## src/sv/leapfrog_kick_drift_energy_defines.svh

```systemverilog
// Assertion helpers used by the controller RTL
`ifndef LEAPFROG_KICK_DRIFT_ENERGY_DEFINES_SVH
`define LEAPFROG_KICK_DRIFT_ENERGY_DEFINES_SVH
`define LKD_ASSERT(label, prop, msg) \
  label: assert property (@(posedge clk_i) disable iff (!rst_ni) prop) else $error(msg);
`define LKD_ASSERT_NEXT(label, cond, nxt, msg) \
  label: assert property (@(posedge clk_i) disable iff (!rst_ni) (cond) |=> (nxt)) \
    else $error(msg);
`endif

```

## src/sv/lkd_pkg.sv

```systemverilog
`timescale 1ns / 1ps
`default_nettype none
package lkd_pkg;
  localparam logic [0:0] REG_POS_STEP = 1'd0;
  localparam logic [0:0] REG_VEL_STEP = 1'd1;
  localparam logic signed [63:0] S64_MAX = 64'sh7FFF_FFFF_FFFF_FFFF;
  localparam logic signed [63:0] S64_MIN = 64'sh8000_0000_0000_0000;
  localparam logic signed [31:0] S32_MAX = 32'sh7FFF_FFFF;
  localparam logic signed [31:0] S32_MIN = 32'sh8000_0000;

  typedef struct packed {
    logic load;     // capture the input word
    logic step;     // run one sequencer step
    logic [3:0] op; // step index
    logic finish;   // apply energy update
  } cmd_t;

  typedef struct packed {
    logic last;
  } sts_t;

  localparam int unsigned NUM_OPS = 13;

  // saturate a 66-bit signed sum to 32 bits
  function automatic logic signed [31:0] sat32(input logic signed [65:0] x);
    if (x > 66'sd2147483647) return S32_MAX;
    if (x < -66'sd2147483648) return S32_MIN;
    return x[31:0];
  endfunction

  function automatic logic signed [63:0] sadd64(input logic signed [63:0] a,
                                                input logic signed [63:0] b);
    logic signed [64:0] s;
    s = {a[63], a} + {b[63], b};
    if (s > 65'sh0_7FFF_FFFF_FFFF_FFFF) return S64_MAX;
    if (s < -65'sh0_8000_0000_0000_0000) return S64_MIN;
    return s[63:0];
  endfunction
endpackage
`default_nettype wire

```

## src/sv/lkd_ctrl.sv

```systemverilog
`timescale 1ns / 1ps
`default_nettype none
module lkd_ctrl (
  input  wire logic clk_i,
  input  wire logic rst_ni,
  input  wire logic in_valid,
  output logic in_ready,
  output logic out_valid,
  input  wire logic out_ready,
  input  wire lkd_pkg::sts_t sts_i,
  output lkd_pkg::cmd_t cmd_o
);
  import lkd_pkg::*;
  `include "leapfrog_kick_drift_energy_defines.svh"
  localparam logic [1:0] S_IDLE = 2'd0;
  localparam logic [1:0] S_RUN  = 2'd1;
  localparam logic [1:0] S_OUT  = 2'd2;
  logic [1:0] state_q, state_d;
  logic [3:0] op_q, op_d;

  assign in_ready  = (state_q == S_IDLE);
  assign out_valid = (state_q == S_OUT);

  always_comb begin
    state_d = state_q;
    op_d = op_q;
    cmd_o = '0;
    cmd_o.op = op_q;
    unique case (state_q)
      S_IDLE: begin
        if (in_valid) begin
          cmd_o.load = 1'b1;
          state_d = S_RUN;
          op_d = '0;
        end
      end
      S_RUN: begin
        cmd_o.step = 1'b1;
        if (op_q == 4'(NUM_OPS - 1)) begin
          cmd_o.finish = 1'b1;
          state_d = S_OUT;
        end else begin
          op_d = op_q + 4'd1;
        end
      end
      S_OUT: begin
        if (out_ready) state_d = S_IDLE;
      end
      default: state_d = S_IDLE;
    endcase
  end

  always_ff @(posedge clk_i or negedge rst_ni) begin
    if (!rst_ni) begin
      state_q <= S_IDLE;
      op_q <= '0;
    end else begin
      state_q <= state_d;
      op_q <= op_d;
    end
  end

  `LKD_ASSERT_NEXT(a_load_run, in_valid && in_ready, state_q == S_RUN && op_q == 4'd0, "no run")
  `LKD_ASSERT_NEXT(a_out_hold, out_valid && !out_ready, out_valid, "result dropped")
  `LKD_ASSERT(a_excl, !(in_ready && out_valid), "in and out overlap")
  `LKD_ASSERT(a_op_range, op_q < 4'(NUM_OPS), "op out of range")
  // last flag is known while a word is in flight
  `LKD_ASSERT(a_last_known, !$isunknown(sts_i.last) || state_q == S_IDLE, "last unknown")
endmodule
`default_nettype wire

```

## config.mk

```make
export PLATFORM = sky130hd
export DESIGN_NAME = lkd_ctrl
export DESIGN_NICKNAME = d
export VERILOG_FILES = /design/src/sv/lkd_pkg.sv /design/src/sv/lkd_ctrl.sv
export VERILOG_INCLUDE_DIRS = /design/src /design/src/sv
export SDC_FILE = /design/constraint.sdc
export NUM_CORES = 1
export LEC_CHECK = 0
export BUFFER_PORTS_ARGS = -buffer_cell sky130_fd_sc_hd__buf_2
export CELL_PAD_IN_SITES_DETAIL_PLACEMENT = 0
export CELL_PAD_IN_SITES_GLOBAL_PLACEMENT = 1
export CORE_AREA = 8 8 45 47
export DETAILED_ROUTE_END_ITERATION = 12
export DIE_AREA = 0 0 53 55
export PLACE_DENSITY = 0.62
export SYNTH_ARGS = -nofsm -noshare
export SYNTH_HDL_FRONTEND = slang
export SYNTH_SLANG_ARGS = --single-unit
```

## constraint.sdc

```tcl
create_clock -name clk_i -period 2 [get_ports clk_i]
set_input_delay 0.3 -clock clk_i [delete_from_list [all_inputs] [get_ports clk_i]]
set_output_delay 0.3 -clock clk_i [all_outputs]
set_load 0.02 [all_outputs]
```

==> qor.yml, run 1 <==
finalHoldViolCount: 0
slowest_delay_ns: 0.40
setup_viol: 0
grt_start_max_net_pins: 8
period_needed_ns: 1.657
postCtsResizedCells: 0
max-cap-violations: 0
synth_common_cells: "dfrtp_1, inv_1, nor2_1"
slew_viol_final: 0
syn_avg_cell_area_um2: 9.934
grt_overflow: 0
synth-seq-area-share_pct: 45.80
tns_ns: 0
firstDrtPassIters: 3
synthToLayoutAreaGrowth_pct: 34.35
fin_crit_sh_pct: 82.85
globalplace.congestion: 0.7277
place_ws_ns: 0.3701
clock_latency_ns: 0.24
synth_top_area_share_pct: 45.80
cts_hold_buf: 1
port_buffers: 12
slowest_stage: "dfrtp_1"
syn-instance-count: 33
track_usage_pct: 6.209
synth.most_common_cell: "dfrtp_1"
cts_max_level: 1
cts.clk_slew.worst_paths_ns: 0.05
cp-end-kind: "primary output"
synthTopCellsByArea: "dfrtp_1, ha_1, a22o_2"
routed_wl_um: 772
drt-wirelength-per-cell_um: 11.88
fmax_mhz: 603.5
rows: 14
p_leak_nw: 0.2504
status: "finished, final reports clean"
yosys_register_bits: 6
drt_iter0_markers: 3
rsz0062_at_grt: "false"
arrival_ns: 1.36
grt_pass1_wl_mm: 1.262
total_power_uw: 773.8
p_per_area_nw_per_um2: 1757
slew_headroom_pct: 86.43
irDropWorstVdd_uv: 693.5
fin_skew_ns: 0.007583
drive_above_1_share_pct: 36.73
setup_slack_ns: 0.3430
die_h_um: 55
fill_cells: 154
hp-class: "in2reg"
synth_nets: 40
cts_buffer_depth: 2
vias: 278
cp_max_fo: 4
critPathTopFamily: "flip-flops"
tightest_slew_ns: 0.2036
nets: 58
ys.warnings.count: 0
post_cts_buffers: 0
core_area_um2: 1384
synth_cell_types: 15
crit_buf_inv: 2
postSynth.asyncResetShare_pct: 100.0
root_buffer: "clkbuf_4"
critPathLaunchType: "flip-flop"
die_area_um2: 2915
syn_area_um2: 327.8
dieWidth_um: 53
grt_pass1_vias: 275
synth-main-ff-cell: "dfrtp_1"
drc: 0
io_pins: 14
synth_top_area_cell: "dfrtp_1"
cts_tree: "done"
cts.sinks: 6
cp_cell_sequence: "inv_1 -> ha_1 -> nand3_1 -> nor2_1 -> buf_2"
ant_nets: 0
worstPathRequired_ns: 1.70
critPathKind: "reg2out"
avgViaCountPerCell: 4.277
antenna_found_initial: 0
synth-edff-count: 0
diodes: 0
hold_slack_ns: 0.3200
cts_buffers: 3
start_util_pct: 23.69
-- worst paths after layout --
check / depth (start not counted) / slack (ns) / endpoint / startpoint
worst max-delay path: 5 / 0.34 / cmd_o[0] / op_q[0]$_DFFE_PN0P_
worst min-delay path: 3 / 0.32 / state_q[1]$_DFFE_PN0P_ / out_ready
worst max register to register: 5 / 0.37 / op_q[2]$_DFFE_PN0P_ / op_q[0]$_DFFE_PN0P_
worst min register to register: 1 / 0.60 / op_q[1]$_DFFE_PN0P_ / op_q[1]$_DFFE_PN0P_
max in group asynchronous: 2 / 1.41 / op_q[0]$_DFFE_PN0P_ / rst_ni
min in group asynchronous: 2 / 0.43 / state_q[1]$_DFFE_PN0P_ / rst_ni
-- metrics by stage --
step / std cells / cell area, µm² / utilization [%]
final: 65 / 440.4 / 31.83
after CTS: 65 / 440.4 / 31.83
after floorplan: 33 / 327.8 / -
after global routing: 65 / 440.4 / 31.83
after global placement: 61 / 407.9 / 29.48
after detailed placement: 61 / 407.9 / 29.48
-- power by group --
group          leakage (nW)  total [mW]  internal [mW]  switching [mW]
logic                 0.165       0.417          0.180           0.237
clock network        0.0138       0.109         0.0677          0.0413
registers            0.0720       0.247          0.179          0.0680
total                 0.250       0.774          0.427           0.346
-- cell usage in the layout, fill, tap and decap left out, types with 2 or more instances in the layout --
| cell type | n |
|---|---|
| nor3b_1 | 2 |
| nand3_1 | 3 |
| buf_2 | 12 |
| a211o_1 | 2 |
| clkbuf_4 | 3 |
| a22o_2 | 2 |
| ha_1 | 2 |
| dfrtp_1 | 6 |
| nor2_1 | 4 |
| inv_1 | 5 |
-- logic make-up after synthesis --
family	synth area share (%)
buffers and inverters	5.726
xor gates and xnor gates	2.672
and+or+nand+nor	22.90
AOI/OAI and AO/OA	15.27
DFF	45.80
adders and majority gates	7.632
-- registers in the layout (all words and copies together), names as in the netlist --
register,count
op_q,4
state_q,2
-- tightest hold or removal path, cell delays in order --
cell and delay, ns:
buf_2 0.09, inv_1 0.04, a21o_1 0.10
-- per-layer routing --
layer  track usage [%]  up-vias  routed length (µm)
met1             6.019      123                 297
met4             4.310        0                  21
met2             9.180        8                 385
met3             4.545        2                  67
li1                  -      145                   -
met5                 0        -                   0
-- final cells by class --
type                            count  area [µm²]  share of cell area [%]
Clock buffer                        3       22.52                   5.114
Inverter                            5       18.77                   4.261
Multi-Input combinational cell     22       158.9                   36.08
Sequential cell                     6       150.1                   34.09
Tap cell                           16       20.02                   4.545
Timing Repair Buffer               13       70.07                   15.91
Power figures use the tool's default switching activity.
==> inputs of run 2 (changes only) <==
Settings changed: PLACE_DENSITY 0.62 to 0.65.
Clock period 2 ns to 1.5 ns, I/O delays scaled along.
==> run 2 against run 1 <==
Net effect:
- critical path depth is the same
- non-clock buffer count grew 4
- highest routed layer unchanged
- first-iteration DRC count grew 100%
- critical path type is now reg2reg
- critical endpoint is now op_q[2]$_DFFE_PN0P_
- die area stayed put
==> qor.yml, run 2 (same netlist as run 1, synthesis figures left out) <==
cp_max_fo: 4
drc: 0
critPathLaunchType: "flip-flop"
drt_iter0_markers: 6
final_area_um2: 515.5
cts.clk_slew.worst_paths_ns: 0.05
period_needed_ns: 1.466
tightest_slew_ns: 0.2527
p_per_area_nw_per_um2: 2391
diodes: 0
post_cts_buffers: 0
largest_reg_flops: 4
dieWidth_um: 53
io_pins: 14
core_area_um2: 1384
grt_pass1_wl_mm: 1.269
top_regs: "op_q (4), state_q (2)"
nets: 62
track_usage_pct: 6.363
die_area_um2: 2915
slew_headroom_pct: 83.16
fin_skew_ns: 0.005025
die_h_um: 55
synthToLayoutAreaGrowth_pct: 57.25
post-route-util_pct: 37.25
layout_commonest_cell: "buf_2"
port_buffers: 12
critPathKind: "reg2reg"
fin_cells: 70
status: "finished, final reports clean"
cts_tree: "done"
tns_ns: 0
cts_buffer_depth: 2
rows: 14
cts_max_level: 1
dpl_cell_area_um2: 442.9
regMostFlops: "op_q"
setup_slack_ns: 0.03440
fmax_mhz: 682.3
slew_viol_final: 0
hp-class: "in2reg"
cts.sinks: 6
layout_common_cells: "buf_2, dfrtp_1, buf_4"
finalHoldViolCount: 0
cts_buffers: 3
worstPathRequired_ns: 1.62
grt_pass1_vias: 287
routed_wl_um: 851
firstDrtPassIters: 3
place_inst: 65
grt_overflow: 0
fin_crit_sh_pct: 97.71
max-cap-violations: 0
avgViaCountPerCell: 4.371
setup_viol: 0
irDropWorstVdd_uv: 778.5
root_buffer: "clkbuf_4"
drive_above_1_share_pct: 53.70
antenna_found_initial: 0
clock_latency_ns: 0.25
dp_hpwl_um: 634.3
ant_nets: 0
fill_cells: 147
cp-end-kind: "flip-flop"
drt-wirelength-per-cell_um: 12.16
vias: 306
grt_start_max_net_pins: 7
start_util_pct: 23.69
place_ws_ns: 0.05172
arrival_ns: 1.59
p_leak_nw: 0.2685
globalplace.congestion: 0.7161
## run 2: changes by cell type in the layout (fill, tap and decap cells not counted), moves of 2 or more
cell and delta:
dfrtp_1 -2, buf_4 +4, inv_2 +2, dfrtp_2 +2, inv_1 -2
## run 2: area by class of cell
| cell class | instances | area [µm²] | area share [%] |
|---|---|---|---|
| multi-input cells | 22 | 191.4 | 37.14 |
| flip-flops and latches | 6 | 152.6 | 29.61 |
| repair buffers | 17 | 106.4 | 20.63 |
| clock buffers | 4 | 26.28 | 5.097 |
| well taps | 16 | 20.02 | 3.883 |
| inverters | 5 | 18.77 | 3.641 |
## run 2: path summary, 6_finish.rpt
| path | startpoint | cells past startpoint | slack [ns] | end |
|---|---|---|---|---|
| worst min register to register | op_q[1]$_DFFE_PN0P_ | 2 | 0.65 | op_q[1]$_DFFE_PN0P_ |
| max in group asynchronous | rst_ni | 2 | 1.00 | op_q[0]$_DFFE_PN0P_ |
| worst min-delay path | out_ready | 3 | 0.25 | state_q[1]$_DFFE_PN0P_ |
| worst max-delay path | op_q[0]$_DFFE_PN0P_ | 5 | 0.03 | op_q[2]$_DFFE_PN0P_ |
| min in group asynchronous | rst_ni | 2 | 0.34 | op_q[1]$_DFFE_PN0P_ |
| worst max register to register | op_q[0]$_DFFE_PN0P_ | 5 | 0.03 | op_q[2]$_DFFE_PN0P_ |
## run 2: where the power goes
group | internal [mW] | switching (mW)
Combinational | 0.344 | 0.412
Clock | 0.101 | 0.0624
Sequential | 0.244 | 0.0693
## run 2: layer usage
metal | vias to the layer above | track usage, % | wire [µm]
li1 | 155 | - | -
met1 | 138 | 6.144 | 349
met2 | 11 | 9.961 | 384
met3 | 2 | 3.476 | 86
met4 | 0 | 5.172 | 30
met5 | - | 0 | 0
## run 2: stage by stage
stage / power [mW] / hold WS (ns)
after floorplan: 0.7350 / -0.07059
after global placement: 0.9827 / 0.06180
after detailed placement: 0.9947 / 0.06143
after CTS: 1.198 / 0.2360
after global routing: 1.341 / 0.2556
final: 1.233 / 0.2507
## run 2: critical path, stage by stage (launching register included)
cell and delay [ns]:
dfrtp_2 0.37, inv_2 0.05, ha_4 0.16, and3_4 0.17, a211o_1 0.31, a211o_1 0.27
## run 2: what timing repair did
item,in CTS,in global routing
resized for setup,5,3
endpoints found under the setup margin,1,4
hold buffers,1,0
pin swaps,1,2
endpoints found under the hold margin,6,0
